### config.mk
export PLATFORM = sky130hd
export DESIGN_NAME = polyblep_oscillator
export DESIGN_NICKNAME = d
export VERILOG_FILES = /design/src/rtl/core/pbo_pkg.sv /design/src/rtl/core/polyblep_oscillator.sv /design/src/rtl/core/pbo_ctrl.sv /design/src/rtl/core/pbo_dpath.sv
export SDC_FILE = /design/constraint.sdc
export NUM_CORES = 2
export LEC_CHECK = 0
export BUFFER_PORTS_ARGS = -buffer_cell sky130_fd_sc_hd__buf_2
export CAP_MARGIN = 20
export CORE_UTILIZATION = 60
export DETAILED_ROUTE_END_ITERATION = 8
export GPL_TIMING_DRIVEN = 0
export PLACE_DENSITY_LB_ADDON = 0.25
export SYNTH_ARGS = -nofsm -noshare
export SYNTH_HDL_FRONTEND = slang
export SYNTH_HIERARCHICAL = 1
export SYNTH_SLANG_ARGS = --single-unit
### constraint.sdc
create_clock -name clk -period 12 [get_ports clk]
set_clock_uncertainty 0.1 [all_clocks]
set_input_delay 1.2 -clock clk [delete_from_list [all_inputs] [get_ports clk]]
set_output_delay 1.2 -clock clk [all_outputs]
set_load 0.05 [all_outputs]
### src/rtl/core/pbo_pkg.sv
// Shared types and constants for the PolyBLEP oscillator.
// Holds the controller command and status structs, the state and operation
// enums, the waveform and register codes, and the sine polynomial constants.
package pbo_pkg;

  // Phase accumulator and sine lookup resolution.
  localparam int PHASE_BITS      = 32;
  localparam int SINE_TABLE_BITS = 10;

  // Fixed widths of the ports and the datapath.
  localparam int CFG_W          = 32;
  localparam int WAVE_W         = 2;
  localparam int IDX_W          = 2;
  localparam int SAMPLE_W       = 16;
  localparam int ACC_W          = 19;
  localparam int BLEP_FRAC_BITS = 16;
  localparam int CNT_W          = $clog2(BLEP_FRAC_BITS);
  localparam int HORN_STEPS     = 4;

  typedef logic [PHASE_BITS-1:0] phase_t;

  // Waveform codes.
  localparam logic [WAVE_W-1:0] WAVE_SINE     = 2'd0;
  localparam logic [WAVE_W-1:0] WAVE_SAW      = 2'd1;
  localparam logic [WAVE_W-1:0] WAVE_PULSE    = 2'd2;
  localparam logic [WAVE_W-1:0] WAVE_TRIANGLE = 2'd3;

  // Configuration register indexes.
  localparam logic [IDX_W-1:0] REG_WAVE  = 2'd0;
  localparam logic [IDX_W-1:0] REG_INC   = 2'd1;
  localparam logic [IDX_W-1:0] REG_PW    = 2'd2;

  // Taylor coefficients of sin(pi/2 * x) in Q30, magnitudes only.
  localparam logic [31:0] SC1 = 32'd1686629713;
  localparam logic [31:0] SC3 = 32'd693598668;
  localparam logic [31:0] SC5 = 32'd85569306;
  localparam logic [31:0] SC7 = 32'd5026994;
  localparam logic [31:0] SC9 = 32'd172273;

  // Controller states.
  typedef enum logic [3:0] {
    S_IDLE,
    S_BLEP_CHK,
    S_DIV,
    S_SQ_MUL,
    S_SQ_WB,
    S_X2_MUL,
    S_X2_WB,
    S_HORN_MUL,
    S_HORN_WB,
    S_S_MUL,
    S_S_WB,
    S_R_MUL,
    S_R_WB,
    S_DONE
  } state_t;

  // Operand selection for the shared multiplier.
  typedef enum logic [2:0] {
    MUL_BLEP,
    MUL_X2,
    MUL_HORNER,
    MUL_S,
    MUL_R
  } mul_op_t;

  // Write-back of the registered product.
  typedef enum logic [2:0] {
    WB_NONE,
    WB_BLEP,
    WB_X2,
    WB_HORNER,
    WB_S,
    WB_R
  } wb_op_t;

  // Commands from the controller to the datapath.
  typedef struct packed {
    logic              load;
    logic              blep_sel;
    logic              div_init;
    logic              div_step;
    mul_op_t           mul_op;
    wb_op_t            wb_op;
    logic              blep_neg;
    logic [1:0]        coef_idx;
    logic              advance;
  } ctrl_cmd_t;

  // Status from the datapath to the controller.
  typedef struct packed {
    logic blep_hit;
  } dp_status_t;

  // Horner coefficient for each step after the first.
  function automatic logic [31:0] horner_coef(input logic [1:0] idx);
    logic [31:0] c;
    case (idx)
      2'd0:    c = SC7;
      2'd1:    c = SC5;
      2'd2:    c = SC3;
      default: c = SC1;
    endcase
    return c;
  endfunction

endpackage

### src/rtl/core/polyblep_oscillator.sv
// Top level of the PolyBLEP band-limited oscillator: configuration registers,
// output register, and the pbo_ctrl and pbo_dpath instances.
// Depends on pbo_pkg.
//
//   Channel  Signals                             Direction  Moves
//   in       in_valid/in_ready, in_tick          input      one tick item
//   out      out_valid/out_ready, out_sample_out output     one Q1.15 sample
//   cfg      cfg_valid/cfg_ready, cfg_index/data input      one register write
//
// An item with tick set produces one sample of the selected waveform; an item
// with tick clear is taken without producing one. Each PolyBLEP edge
// correction that applies runs the 16-step restoring divider and then the
// shared multiplier. Reset is synchronous and needs no clearing pass. A result
// waits in the output register while the next item is taken; the block stalls
// only when a new result is ready and the previous one has not been taken.
module polyblep_oscillator import pbo_pkg::*; (
  input  logic                       clk,
  input  logic                       rst_n,
  input  logic                       in_valid,
  output logic                       in_ready,
  input  logic                       in_tick,
  output logic                       out_valid,
  input  logic                       out_ready,
  output logic signed [SAMPLE_W-1:0] out_sample_out,
  input  logic                       cfg_valid,
  output logic                       cfg_ready,
  input  logic [IDX_W-1:0]           cfg_index,
  input  logic [CFG_W-1:0]           cfg_data
);

  logic [WAVE_W-1:0]          wave_r;
  logic [CFG_W-1:0]           inc_r;
  logic [CFG_W-1:0]           pw_r;
  logic                       out_valid_r;
  logic signed [SAMPLE_W-1:0] out_sample_r;
  logic                       out_free;
  logic signed [SAMPLE_W-1:0] dp_sample;
  ctrl_cmd_t                  cmd;
  dp_status_t                 status;

  assign cfg_ready      = 1'b1;
  assign out_free       = !out_valid_r || out_ready;
  assign out_valid      = out_valid_r;
  assign out_sample_out = out_sample_r;

  // Configuration registers.
  always_ff @(posedge clk) begin
    if (!rst_n) begin
      wave_r <= WAVE_SAW;
      inc_r  <= '0;
      pw_r   <= {1'b1, {(CFG_W-1){1'b0}}};
    end else if (cfg_valid && cfg_ready) begin
      case (cfg_index)
        REG_WAVE: wave_r <= cfg_data[WAVE_W-1:0];
        REG_INC:  inc_r  <= cfg_data;
        REG_PW:   pw_r   <= cfg_data;
        default:  wave_r <= wave_r;
      endcase
    end
  end

  // Output register: loaded when a sample finishes, cleared when taken.
  always_ff @(posedge clk) begin
    if (!rst_n) begin
      out_valid_r <= 1'b0;
    end else if (cmd.advance) begin
      out_valid_r <= 1'b1;
    end else if (out_ready) begin
      out_valid_r <= 1'b0;
    end
  end

  always_ff @(posedge clk) begin
    if (cmd.advance) begin
      out_sample_r <= dp_sample;
    end
  end

  pbo_ctrl u_ctrl (
    .clk      (clk),
    .rst_n    (rst_n),
    .in_valid (in_valid),
    .in_tick  (in_tick),
    .in_ready (in_ready),
    .wave_sel (wave_r),
    .out_free (out_free),
    .status   (status),
    .cmd      (cmd)
  );

  pbo_dpath u_dpath (
    .clk         (clk),
    .rst_n       (rst_n),
    .cmd         (cmd),
    .wave_sel    (wave_r),
    .phase_inc   (inc_r),
    .pulse_width (pw_r),
    .status      (status),
    .sample      (dp_sample)
  );

  // A finished sample never overwrites one that has not been taken.
  a_no_overwrite: assert property (@(posedge clk) disable iff (!rst_n)
    (cmd.advance && out_valid_r) |-> out_ready)
    else $error("sample overwritten before it was taken");

  // A finished sample shows on the output in the next cycle.
  a_result_shown: assert property (@(posedge clk) disable iff (!rst_n)
    cmd.advance |=> out_valid)
    else $error("finished sample not presented");

  // A tick item that is taken leaves the block busy, with in_ready low.
  a_busy_after_tick: assert property (@(posedge clk) disable iff (!rst_n)
    (in_valid && in_ready && in_tick) |=> !in_ready)
    else $error("input taken while a tick item is in progress");

endmodule

### src/rtl/core/pbo_ctrl.sv
// Sequencing state machine for the PolyBLEP oscillator.
// Depends on pbo_pkg for the state enum and the command and status structs.
// Drives the datapath one operation per cycle but waits in S_DONE for out_free; owns the step counter.
module pbo_ctrl import pbo_pkg::*; (
  input  logic              clk,
  input  logic              rst_n,
  input  logic              in_valid,
  input  logic              in_tick,
  output logic              in_ready,
  input  logic [WAVE_W-1:0] wave_sel,
  input  logic              out_free,
  input  dp_status_t        status,
  output ctrl_cmd_t         cmd
);

  state_t            state_r, state_nxt;
  logic [CNT_W-1:0]  cnt_r, cnt_nxt;
  logic              pass_r, pass_nxt;
  logic              more_blep;

  // A pulse also needs an edge correction at the pulse-width edge.
  assign more_blep = (wave_sel == WAVE_PULSE) && !pass_r;

  // State registers.
  always_ff @(posedge clk) begin
    if (!rst_n) begin
      state_r <= S_IDLE;
      cnt_r   <= '0;
      pass_r  <= 1'b0;
    end else begin
      state_r <= state_nxt;
      cnt_r   <= cnt_nxt;
      pass_r  <= pass_nxt;
    end
  end

  // Next-state logic.
  always_comb begin
    state_nxt = state_r;
    cnt_nxt   = cnt_r;
    pass_nxt  = pass_r;
    case (state_r)
      S_IDLE: begin
        if (in_valid && in_tick) begin
          cnt_nxt  = '0;
          pass_nxt = 1'b0;
          case (wave_sel)
            WAVE_SINE:  state_nxt = S_X2_MUL;
            WAVE_SAW:   state_nxt = S_BLEP_CHK;
            WAVE_PULSE: state_nxt = S_BLEP_CHK;
            default:    state_nxt = S_DONE;
          endcase
        end
      end
      S_BLEP_CHK: begin
        if (status.blep_hit) begin
          cnt_nxt   = '0;
          state_nxt = S_DIV;
        end else if (more_blep) begin
          pass_nxt  = 1'b1;
          state_nxt = S_BLEP_CHK;
        end else begin
          state_nxt = S_DONE;
        end
      end
      S_DIV: begin
        cnt_nxt = cnt_r + 1'b1;
        if (cnt_r == CNT_W'(BLEP_FRAC_BITS - 1)) begin
          state_nxt = S_SQ_MUL;
        end
      end
      S_SQ_MUL: state_nxt = S_SQ_WB;
      S_SQ_WB: begin
        if (more_blep) begin
          pass_nxt  = 1'b1;
          state_nxt = S_BLEP_CHK;
        end else begin
          state_nxt = S_DONE;
        end
      end
      S_X2_MUL: state_nxt = S_X2_WB;
      S_X2_WB: begin
        cnt_nxt   = '0;
        state_nxt = S_HORN_MUL;
      end
      S_HORN_MUL: state_nxt = S_HORN_WB;
      S_HORN_WB: begin
        if (cnt_r == CNT_W'(HORN_STEPS - 1)) begin
          state_nxt = S_S_MUL;
        end else begin
          cnt_nxt   = cnt_r + 1'b1;
          state_nxt = S_HORN_MUL;
        end
      end
      S_S_MUL: state_nxt = S_S_WB;
      S_S_WB:  state_nxt = S_R_MUL;
      S_R_MUL: state_nxt = S_R_WB;
      S_R_WB:  state_nxt = S_DONE;
      S_DONE: begin
        if (out_free) begin
          state_nxt = S_IDLE;
        end
      end
      default: state_nxt = S_IDLE;
    endcase
  end

  // Command outputs.
  always_comb begin
    in_ready     = (state_r == S_IDLE);
    cmd.load     = (state_r == S_IDLE) && in_valid && in_tick;
    cmd.blep_sel = pass_r;
    cmd.div_init = (state_r == S_BLEP_CHK);
    cmd.div_step = (state_r == S_DIV);
    cmd.blep_neg = (wave_sel == WAVE_SAW) || pass_r;
    cmd.coef_idx = cnt_r[1:0];
    cmd.advance  = (state_r == S_DONE) && out_free;
    case (state_r)
      S_X2_MUL:   cmd.mul_op = MUL_X2;
      S_HORN_MUL: cmd.mul_op = MUL_HORNER;
      S_S_MUL:    cmd.mul_op = MUL_S;
      S_R_MUL:    cmd.mul_op = MUL_R;
      default:    cmd.mul_op = MUL_BLEP;
    endcase
    case (state_r)
      S_SQ_WB:   cmd.wb_op = WB_BLEP;
      S_X2_WB:   cmd.wb_op = WB_X2;
      S_HORN_WB: cmd.wb_op = WB_HORNER;
      S_S_WB:    cmd.wb_op = WB_S;
      S_R_WB:    cmd.wb_op = WB_R;
      default:   cmd.wb_op = WB_NONE;
    endcase
  end

endmodule

### src/rtl/core/pbo_dpath.sv
// Arithmetic datapath for the PolyBLEP oscillator: phase accumulator,
// restoring divider, shared 32x32 multiplier and sample accumulator.
// Depends on pbo_pkg for widths, constants and the command and status structs.
module pbo_dpath import pbo_pkg::*; (
  input  logic                       clk,
  input  logic                       rst_n,
  input  ctrl_cmd_t                  cmd,
  input  logic [WAVE_W-1:0]          wave_sel,
  input  logic [CFG_W-1:0]           phase_inc,
  input  logic [CFG_W-1:0]           pulse_width,
  output dp_status_t                 status,
  output logic signed [SAMPLE_W-1:0] sample
);

  localparam int     PH_W    = PHASE_BITS;
  localparam int     STB     = SINE_TABLE_BITS;
  localparam phase_t PH_HALF = {1'b1, {(PH_W-1){1'b0}}};
  localparam logic [PH_W:0] PH_ONE = {1'b1, {PH_W{1'b0}}};
  localparam logic [BLEP_FRAC_BITS:0] BLEP_ONE = {1'b1, {BLEP_FRAC_BITS{1'b0}}};
  localparam logic [ACC_W-1:0] HALF_SCALE = ACC_W'(32768);
  localparam logic [ACC_W-1:0] TRI_TOP    = ACC_W'(98304);
  localparam logic signed [ACC_W-1:0] SAT_MAX = ACC_W'(32767);
  localparam logic signed [ACC_W-1:0] SAT_MIN = ACC_W'(-32768);
  localparam logic [15:0] Q15_MAX = 16'd32767;

  // Align a Q0.32 register value to the phase format.
  function automatic phase_t to_phase(input logic [31:0] v);
    logic [PH_W+31:0] w;
    w = {v, {PH_W{1'b0}}} >> 32;
    return w[PH_W-1:0];
  endfunction

  // Align a phase value to Q0.32.
  function automatic logic [31:0] to_f32(input phase_t p);
    logic [PH_W+31:0] w;
    w = {p, 32'b0} >> PH_W;
    return w[31:0];
  endfunction

  phase_t                    phase_r;
  logic [ACC_W-1:0]          acc_r, acc_nxt;
  phase_t                    rem_r;
  logic [BLEP_FRAC_BITS-1:0] quo_r;
  logic                      lo_r;
  logic [63:0]               prod_r;
  logic [31:0]               x2_r;
  logic [31:0]               a_r;

  phase_t                    dt_al, dt, pw_al, op, op_neg;
  logic [31:0]               f;
  logic [PH_W:0]             one_minus_dt, rem2, rem_sub;
  logic                      blep_lo, blep_hi, ge;
  logic [BLEP_FRAC_BITS:0]   v;
  logic [STB-1:0]            tab_i;
  logic [STB:0]              tab_k;
  logic [31:0]               x;
  logic [31:0]               mul_a, mul_b;
  logic [31:0]               prod_sh30;
  logic [63:0]               prod_rnd;
  logic [15:0]               r_raw;
  logic [14:0]               r_clip;
  logic [16:0]               tri_g;
  logic [ACC_W-1:0]          base, blep_term;

  // Increment clamp, pulse width and the waveform phase.
  always_comb begin
    dt_al = to_phase(phase_inc);
    dt    = (dt_al > PH_HALF) ? PH_HALF : dt_al;
    pw_al = to_phase(pulse_width);
    f     = to_f32(phase_r);
  end

  // Edge detection for the selected correction point.
  always_comb begin
    op           = cmd.blep_sel ? (phase_r - pw_al) : phase_r;
    op_neg       = '0 - op;
    one_minus_dt = PH_ONE - {1'b0, dt};
    blep_lo      = (op < dt);
    blep_hi      = ({1'b0, op} > one_minus_dt);
    status.blep_hit = blep_lo || blep_hi;
  end

  // One restoring division step: one quotient bit per cycle.
  always_comb begin
    rem2    = {rem_r, 1'b0};
    ge      = (rem2 >= {1'b0, dt});
    rem_sub = rem2 - {1'b0, dt};
    v       = BLEP_ONE - {1'b0, quo_r};
  end

  // Sine table index with quarter-wave mirroring.
  always_comb begin
    tab_i = f[29 -: STB];
    tab_k = f[30] ? ((STB+1)'(1 << STB) - {1'b0, tab_i}) : {1'b0, tab_i};
    x     = 32'(tab_k) << (30 - STB);
  end

  // Operand selection for the shared multiplier.
  always_comb begin
    case (cmd.mul_op)
      MUL_X2: begin
        mul_a = x;
        mul_b = x;
      end
      MUL_HORNER: begin
        mul_a = x2_r;
        mul_b = a_r;
      end
      MUL_S: begin
        mul_a = x;
        mul_b = a_r;
      end
      MUL_R: begin
        mul_a = a_r;
        mul_b = 32'(Q15_MAX);
      end
      default: begin
        mul_a = 32'(v);
        mul_b = 32'(v);
      end
    endcase
  end

  // Start value of each waveform before edge corrections.
  always_comb begin
    tri_g = f[31:15];
    case (wave_sel)
      WAVE_SINE:  base = '0;
      WAVE_SAW:   base = ACC_W'(f[31:16]) - HALF_SCALE;
      WAVE_PULSE: base = (phase_r < pw_al) ? HALF_SCALE : ('0 - HALF_SCALE);
      default: begin
        base = tri_g[16] ? (TRI_TOP - ACC_W'(tri_g)) : (ACC_W'(tri_g) - HALF_SCALE);
      end
    endcase
  end

  // Product write-back and accumulator update.
  always_comb begin
    prod_sh30 = prod_r[61:30];
    prod_rnd  = prod_r + 64'(1 << 29);
    r_raw     = prod_rnd[45:30];
    r_clip    = (r_raw > Q15_MAX) ? Q15_MAX[14:0] : r_raw[14:0];
    blep_term = ACC_W'(prod_r[BLEP_FRAC_BITS+17:17]);
    acc_nxt   = acc_r;
    if (cmd.load) begin
      acc_nxt = base;
    end else begin
      case (cmd.wb_op)
        WB_BLEP: begin
          acc_nxt = (lo_r ^ cmd.blep_neg) ? (acc_r - blep_term) : (acc_r + blep_term);
        end
        WB_R: begin
          acc_nxt = f[31] ? ('0 - ACC_W'(r_clip)) : ACC_W'(r_clip);
        end
        default: acc_nxt = acc_r;
      endcase
    end
  end

  // Phase accumulator: advances once per delivered sample.
  always_ff @(posedge clk) begin
    if (!rst_n) begin
      phase_r <= '0;
    end else if (cmd.advance) begin
      phase_r <= phase_r + dt;
    end
  end

  // Working registers of the divider, multiplier and accumulator.
  always_ff @(posedge clk) begin
    prod_r <= mul_a * mul_b;
    acc_r  <= acc_nxt;
    if (cmd.div_init) begin
      rem_r <= blep_lo ? op : op_neg;
      quo_r <= '0;
      lo_r  <= blep_lo;
    end else if (cmd.div_step) begin
      rem_r <= ge ? rem_sub[PH_W-1:0] : rem2[PH_W-1:0];
      quo_r <= {quo_r[BLEP_FRAC_BITS-2:0], ge};
    end
    case (cmd.wb_op)
      WB_X2: begin
        x2_r <= prod_sh30;
        a_r  <= SC9;
      end
      WB_HORNER: a_r <= horner_coef(cmd.coef_idx) - prod_sh30;
      WB_S:      a_r <= prod_sh30;
      default:   a_r <= a_r;
    endcase
  end

  // Saturate the accumulator to Q1.15.
  always_comb begin
    if ($signed(acc_r) > SAT_MAX) begin
      sample = SAT_MAX[SAMPLE_W-1:0];
    end else if ($signed(acc_r) < SAT_MIN) begin
      sample = SAT_MIN[SAMPLE_W-1:0];
    end else begin
      sample = acc_r[SAMPLE_W-1:0];
    end
  end

endmodule
### Yosys cells after proc, flatten, opt, wreduce, memory -nomap -nowiden

Cells that the tools add are included.

| word-level totals | value |
|---|---|
| flip-flop bits (word level) | 318 |
| latch bits | 0 |
| bits in writable memories | 0 |
| bits in read-only memories | 0 |
| input bits | 40 |
| output and inout bits | 19 |
| word-level logic and storage cells | 148 |
| memories kept | 0 |

| operators by class | value |
|---|---|
| add/sub/neg operators | 16 |
| multipliers | 1 |
| divide/modulo/power cells | 0 |
| magnitude comparators | 8 |
| eq/ne operators | 36 |
| shift operators | 0 |
| multiplexer cells | 41 |
| bitwise operators | 1 |
| reductions and logical operators | 29 |

Operator list:

| kind | number |
|---|---|
| 32-bit case mux with 3 select lines | 3 |
| 32-bit 2-to-1 mux | 7 |
| 32-bit subtractor | 3 |
| 19-bit 2-to-1 mux | 5 |
| 31-bit case mux with 3 select lines | 1 |
| 32-bit less-than comparator | 2 |
| 32-bit by 32-bit multiplier with 62-bit output | 1 |
| 19-bit case mux with 3 select lines | 1 |
| 4-bit case mux with 14 select lines | 1 |
| 46-bit by 30-bit adder with 46-bit output (second input constant) | 1 |
| 19-bit case mux with 2 select lines | 1 |
| 4-bit 2-to-1 mux | 9 |
| 33-bit by 32-bit >= comparator with 1-bit output | 1 |
| 32-bit by 33-bit > comparator with 1-bit output | 1 |
| 33-bit by 32-bit subtractor with 33-bit output (first input constant) | 1 |
| 32-bit adder | 1 |
| 32-bit > comparator (second input constant) | 1 |
| 1-bit by 32-bit subtractor with 32-bit output (first input constant) | 1 |
| 4-bit == test (second input constant) | 7 |
| 4-bit case mux with 5 select lines | 1 |
| 19-bit by 17-bit adder with 19-bit output | 1 |
| 19-bit by 16-bit > comparator with 1-bit output (second input constant) | 1 |
| 19-bit by 16-bit less-than comparator with 1-bit output (second input constant) | 1 |
| 19-bit by 17-bit subtractor with 19-bit output | 1 |
| 39 further kinds | 79 |

### Longest topological paths before layout

| logic depth | value |
|---|---|
| depth after elaboration | 7 |
| depth in mapped cells | 41 |
| depth with buffers taken out | 39 |

### By module

Netlist, hierarchy kept.

By module, submodules not included:

| module | instances | cells each | area each (um2) | sequential area each (um2) |
|---|---|---|---|---|
| pbo_dpath | 1 | 6,152 | 51,942.3 | 5,345.1 |
| polyblep_oscillator | 1 | 275 | 3,041.7 | 1,821.7 |
| pbo_ctrl | 1 | 116 | 938.4 | 180.2 |

### Least setup slack after synthesis

No wires, ideal clock.

| path | value |
|---|---|
| kind | reg-to-reg |
| start point | reg u_ctrl.state_r[2] |
| end point | reg u_dpath.prod_r[61] |
| library setup time | 0.131 ns |
| arrival time | 9.507 ns |
| required time | 11.769 ns |
| setup slack | 2.262 ns |
| stages on the path, launching flop included | 35 |
| path buffers | 3 |
| period minus slack after synthesis | 9.738 ns |
| cells stage by stage | dfxtp_1 buf_6 and2b_1 inv_1 a21oi_1 clkinv_1 nor3_1 clkbuf_1 nor2_1 nand2_1 clkbuf_1 nor2_1 fa_1 fa_1 inv_1 fa_1 fa_1 inv_1 fa_1 fa_1 fa_1 fa_1 ha_1 a21o_1 a21o_1 a21oi_1 nor2_1 a211oi_1 a21oi_1 a21o_1 a32o_1 a31oi_1 nor2_1 a2111oi_0 nor3_1 |

RTL lines:

| what | line | RTL |
|---|---|---|
| from (decl) | pbo_ctrl.sv:16 | `state_t state_r, state_nxt;` |
| from (signal assigned) | pbo_ctrl.sv:31 | `state_r <= state_nxt;` |
| to (signal assigned) | pbo_dpath.sv:171 | `prod_r <= mul_a * mul_b;` |
| to (decl) | pbo_dpath.sv:45 | `logic [63:0] prod_r;` |

### Worst setup path after layout

| path | value |
|---|---|
| start point | reg u_dpath.phase_r[20], in the netlist u_dpath/f[20] |
| end point | reg u_dpath.prod_r[61] |

| between the ends | value |
|---|---|
| word-level cells in the longest chain between the ends | 4 |
| elaborated cells on any way between the ends | 5 |
| those cells by class | add/sub (1); mul (1); mux (3) |

RTL lines:

| what | line | RTL |
|---|---|---|
| from (decl) | pbo_dpath.sv:40 | `phase_t phase_r;` |
| from (signal assigned) | pbo_dpath.sv:165 | `phase_r <= phase_r + dt;` |
| 11-bit by 10-bit subtractor with 11-bit output | pbo_dpath.sv:94 | `tab_k = f[30] ? ((STB+1)'(1 << STB) - {1'b0, tab_i}) : {1'b0, tab_i};` |
| 11-bit 2-to-1 mux (*) | pbo_dpath.sv:94 |  |
| 32-bit case mux with 3 select lines | pbo_dpath.sv:100 | `case (cmd.mul_op)` |
| 32-bit by 32-bit multiplier with 62-bit output (*) | pbo_dpath.sv:171 |  |

Mark *: on every way between the ends. The rest lies on a longest branch, timed or not.
A chain may end at the register's enable or synchronous reset.

==> metrics.md <==
| Metric | Value |
|---|---|
| Post-route cell area | `59,910 um^2` |
| Crit path time final | `11.91 ns` |
| CTS sink cnt | `301` |
| CTS tree | `done` |
| Leading cell type in the layout, fill and taps excluded | `inv_1` |
| Area delta synth->final | `7.124%` |
| CP top delay family | `adder cells` |
| H-tree lvl count | `2` |
| Most frequent cells in the layout | `inv_1 (1,052), fa_1 (899), nand2_1 (883), nor2_1 (766), ha_1 (466)` |
| Crit path buffers/inverters | `4` |
| Drt via density | `~6.2` |
| Final Wtd Congestion | `1.094` |
| DP Area | `~58,000 um^2` |
| Starting Density | `0.6082` |
| Post-synth EDFFs | `132` |
| Crit end category | `register` |
| Mapped Cells | `approximately 6,500` |
| Total CTS buffers | `41` |
| Max-slew violations | `0` |
| Maximum clock rate | `83.97 MHz` |
| Post-route ant nets | `0` |
| Root Driver | `clkbuf_16` |
| Drt wl/cell | `26.68 um` |
| Period Utilization, post-route | `0.9924` |
| Share of cells above drive strength 1 | `0.06025` |
| WS Path Type | `reg2reg` |
| Async S/R FF share, synth | `0` |
| Die W | `307.3 um` |
| Final nets | `8,077` |
| First-pass GRT wire length | `312,500 um` |
| Crit path arrival time | `about 12 ns` |
| FF-to-FF Start | `u_dpath/f[20]$_SDFFE_PN0P_` |
| Max_slew headroom | `0.1039` |
| Crit path launch type | `register` |
| Chip height | `307.3 um` |
| Largest net degree at the start of global routing | `33` |
| Hold Fails Final Rpt | `0` |
| Ports | `59` |
| Maxcap violations | `0` |
| Syn_area_per_cell | `8.547 um^2` |
| Worst-skew pair later-pin latency | `0.61 ns` |
| HP Start | `pw_r[13]$_SDFFE_PN0P_` |
| Core area | `91,940 um^2` |
| Reg clk slew, reported paths | `roughly 0.060 ns` |
| DRC viols | `0` |
| Worst Hold Class | `reg2reg` |
| Total GRT Usage | `0.4548` |
| Crit path max fanout | `10` |
| CP max stage delay | `approximately 0.9 ns` |
| Syn. warnings | `6` |
| Initial drt markers | `5,855` |
| Post-Place Worst Slack | `-1.716 ns` |
| GR Overflow Total | `0` |
| DP HPWL | `roughly 180,000 um` |
| Register area share after synthesis | `0.1314` |
| Post-Syn Nets | `7,948` |
| Yosys cell types | `about 120` |
| Die ar. | `94,430 um^2` |
| FF+latch count, synth | `301` |
| Status | `complete, no violations` |
| WHS | `between 0.3 and 0.4 ns` |
| Worst slew pin tran | `1.344 ns` |
| Vias in the first global route | `48,757` |
| Slowest cell on the critical path | `o21ai_1` |
| Final wirelength | `212,200 um` |
| Worst setup path start | `u_dpath/f[20]$_SDFFE_PN0P_` |
| Worst path required time | `12.38 ns` |
| Post-route setup slack | `0.09157 ns` |
| Most used cell, CP | `fa_1` |
| Total number of vias | `49,275` |
| Cts hold-fix bufs | `0` |
| Reg2Reg Setup Slack | `0.09 ns` |
| Post-Synthesis Cell Area | `55,920 um^2` |
| First-pass DRT Iterations | `6` |
| Predominant post-synthesis flop cell | `dfxtp_1` |
| Longest Clk Path Bufs | `3` |
| Fillcell total | `a little under 8,000` |
| Initial antenna violation count | `11` |
| # rows | `roughly 110` |
| IO buf count | `56` |
| Setup TNS | `0 ns` |
| Final setup violation count | `0` |
[layer usage]
metal / up-vias / share of wire / global-route usage
li1: 21243 / - / -
met1: 24392 / 0.40 / 0.6359
met2: 3043 / 0.40 / 0.6308
met3: 581 / 0.14 / 0.1468
met4: 16 / 0.059 / 0.2264
met5: - / 0.00052 / 0
[final timing paths]
check	end	cells past startpoint
worst max-delay path	u_dpath/prod_r[61]$_DFF_P_	33
worst min-delay path	pw_r[13]$_SDFFE_PN0P_	2
worst max register to register	u_dpath/prod_r[61]$_DFF_P_	33
worst min register to register	pw_r[13]$_SDFFE_PN0P_	2
[Yosys cell counts, types with 19 or more instances]
| cell | count | share of area |
|---|---|---|
| and3_1 | 21 | 0.0023 |
| or3_1 | 24 | 0.0027 |
| a21oi_1 | 220 | 0.020 |
| edfxtp_1 | 132 | 0.071 |
| o21ai_1 | 43 | 0.0038 |
| a21o_1 | 98 | 0.013 |
| nor2b_1 | 69 | 0.0077 |
| nor3_1 | 74 | 0.0066 |
| mux2i_1 | 139 | 0.025 |
| nand2b_1 | 62 | 0.0069 |
| inv_1 | 1052 | 0.071 |
| o211ai_1 | 22 | 0.0030 |
| o22ai_1 | 46 | 0.0051 |
| o21a_1 | 51 | 0.0068 |
| o31ai_1 | 19 | 0.0026 |
| a22oi_1 | 27 | 0.0036 |
| o21ai_0 | 214 | 0.019 |
| nand2_1 | 887 | 0.060 |
| nor2_1 | 775 | 0.052 |
| fa_1 | 899 | 0.32 |
| dfxtp_1 | 169 | 0.060 |
| nand4_1 | 25 | 0.0028 |
| a31oi_1 | 39 | 0.0044 |
| xnor2_1 | 188 | 0.029 |
| clkbuf_1 | 229 | 0.015 |
| and2_1 | 29 | 0.0032 |
| buf_1 | 25 | 0.0017 |
| ha_1 | 466 | 0.10 |
| o21bai_1 | 23 | 0.0031 |
| nand3_1 | 61 | 0.0055 |
| xor2_1 | 74 | 0.012 |
| a211oi_1 | 33 | 0.0044 |
[sequential cells by signal, indices dropped and copies added, names as in the netlist, 4 cells and up]
signal,cells
u_ctrl/state_r,4
pw_r,32
out_sample_out,16
inc_r,32
u_dpath/acc_r,19
u_ctrl/cnt_r,4
u_dpath/x2_r,32
u_dpath/rem_r,32
u_dpath/quo_r,16
u_dpath/a_r,32
u_dpath/prod_r,45
u_dpath/f,32
[cells by family (layout without fill, tap and decap cells)]
kind of cell             after synthesis  in the layout  share of synthesized area
AO/OA/AOI/OAI                        992            992                     0.1161
XOR/XNOR                             263            263                    0.04132
adder cells (fa/ha/maj)             1365           1365                     0.4261
buffers and inverters               1343           1505                    0.09294
flip-flops                           301            301                     0.1314
multiplexers                         147            147                    0.02662
other                                  1              9                 0.00006706
AND/OR/NAND/NOR                     2131           2131                     0.1655
[worst min-delay path: stages (launching register included)]
cell and delay [ns]:
dfxtp_1 0.31, nand2_1 0.05, mux2i_1 0.05
[through the flow]
stage | std cells | util
2_1_floorplan | 6543 | -
3_3_place_gp | 7842 | 0.6282
3_5_place_dp | 7877 | 0.6329
4_1_cts | 7950 | 0.6497
5_1_grt | 7948 | 0.6514
6_report | 7956 | 0.6516
[layout make-up]
type	count	area, um^2	share of cell area
diodes	8	20.02	0.0003342
plain buffers	278	1290	0.02153
clock buffers	55	1140	0.01903
clock inverters	21	209.0	0.003488
inverters	1055	3961	0.06613
multi-input cells	4899	43680	0.7292
flip-flops and latches	301	7348	0.1227
well taps	1243	1555	0.02596
repair buffers	96	698.2	0.01165
[repair_timing]
action	4_1_cts	5_1_grt
setup endpoints to repair	33	24
resized for setup	74	105
cloned	0	0
pin swaps	1	1
buffers inserted	1	1
Power is left out: the tool's default activity adds up to more than one toggle a clock period on the data nets, which glitch-free logic cannot reach.
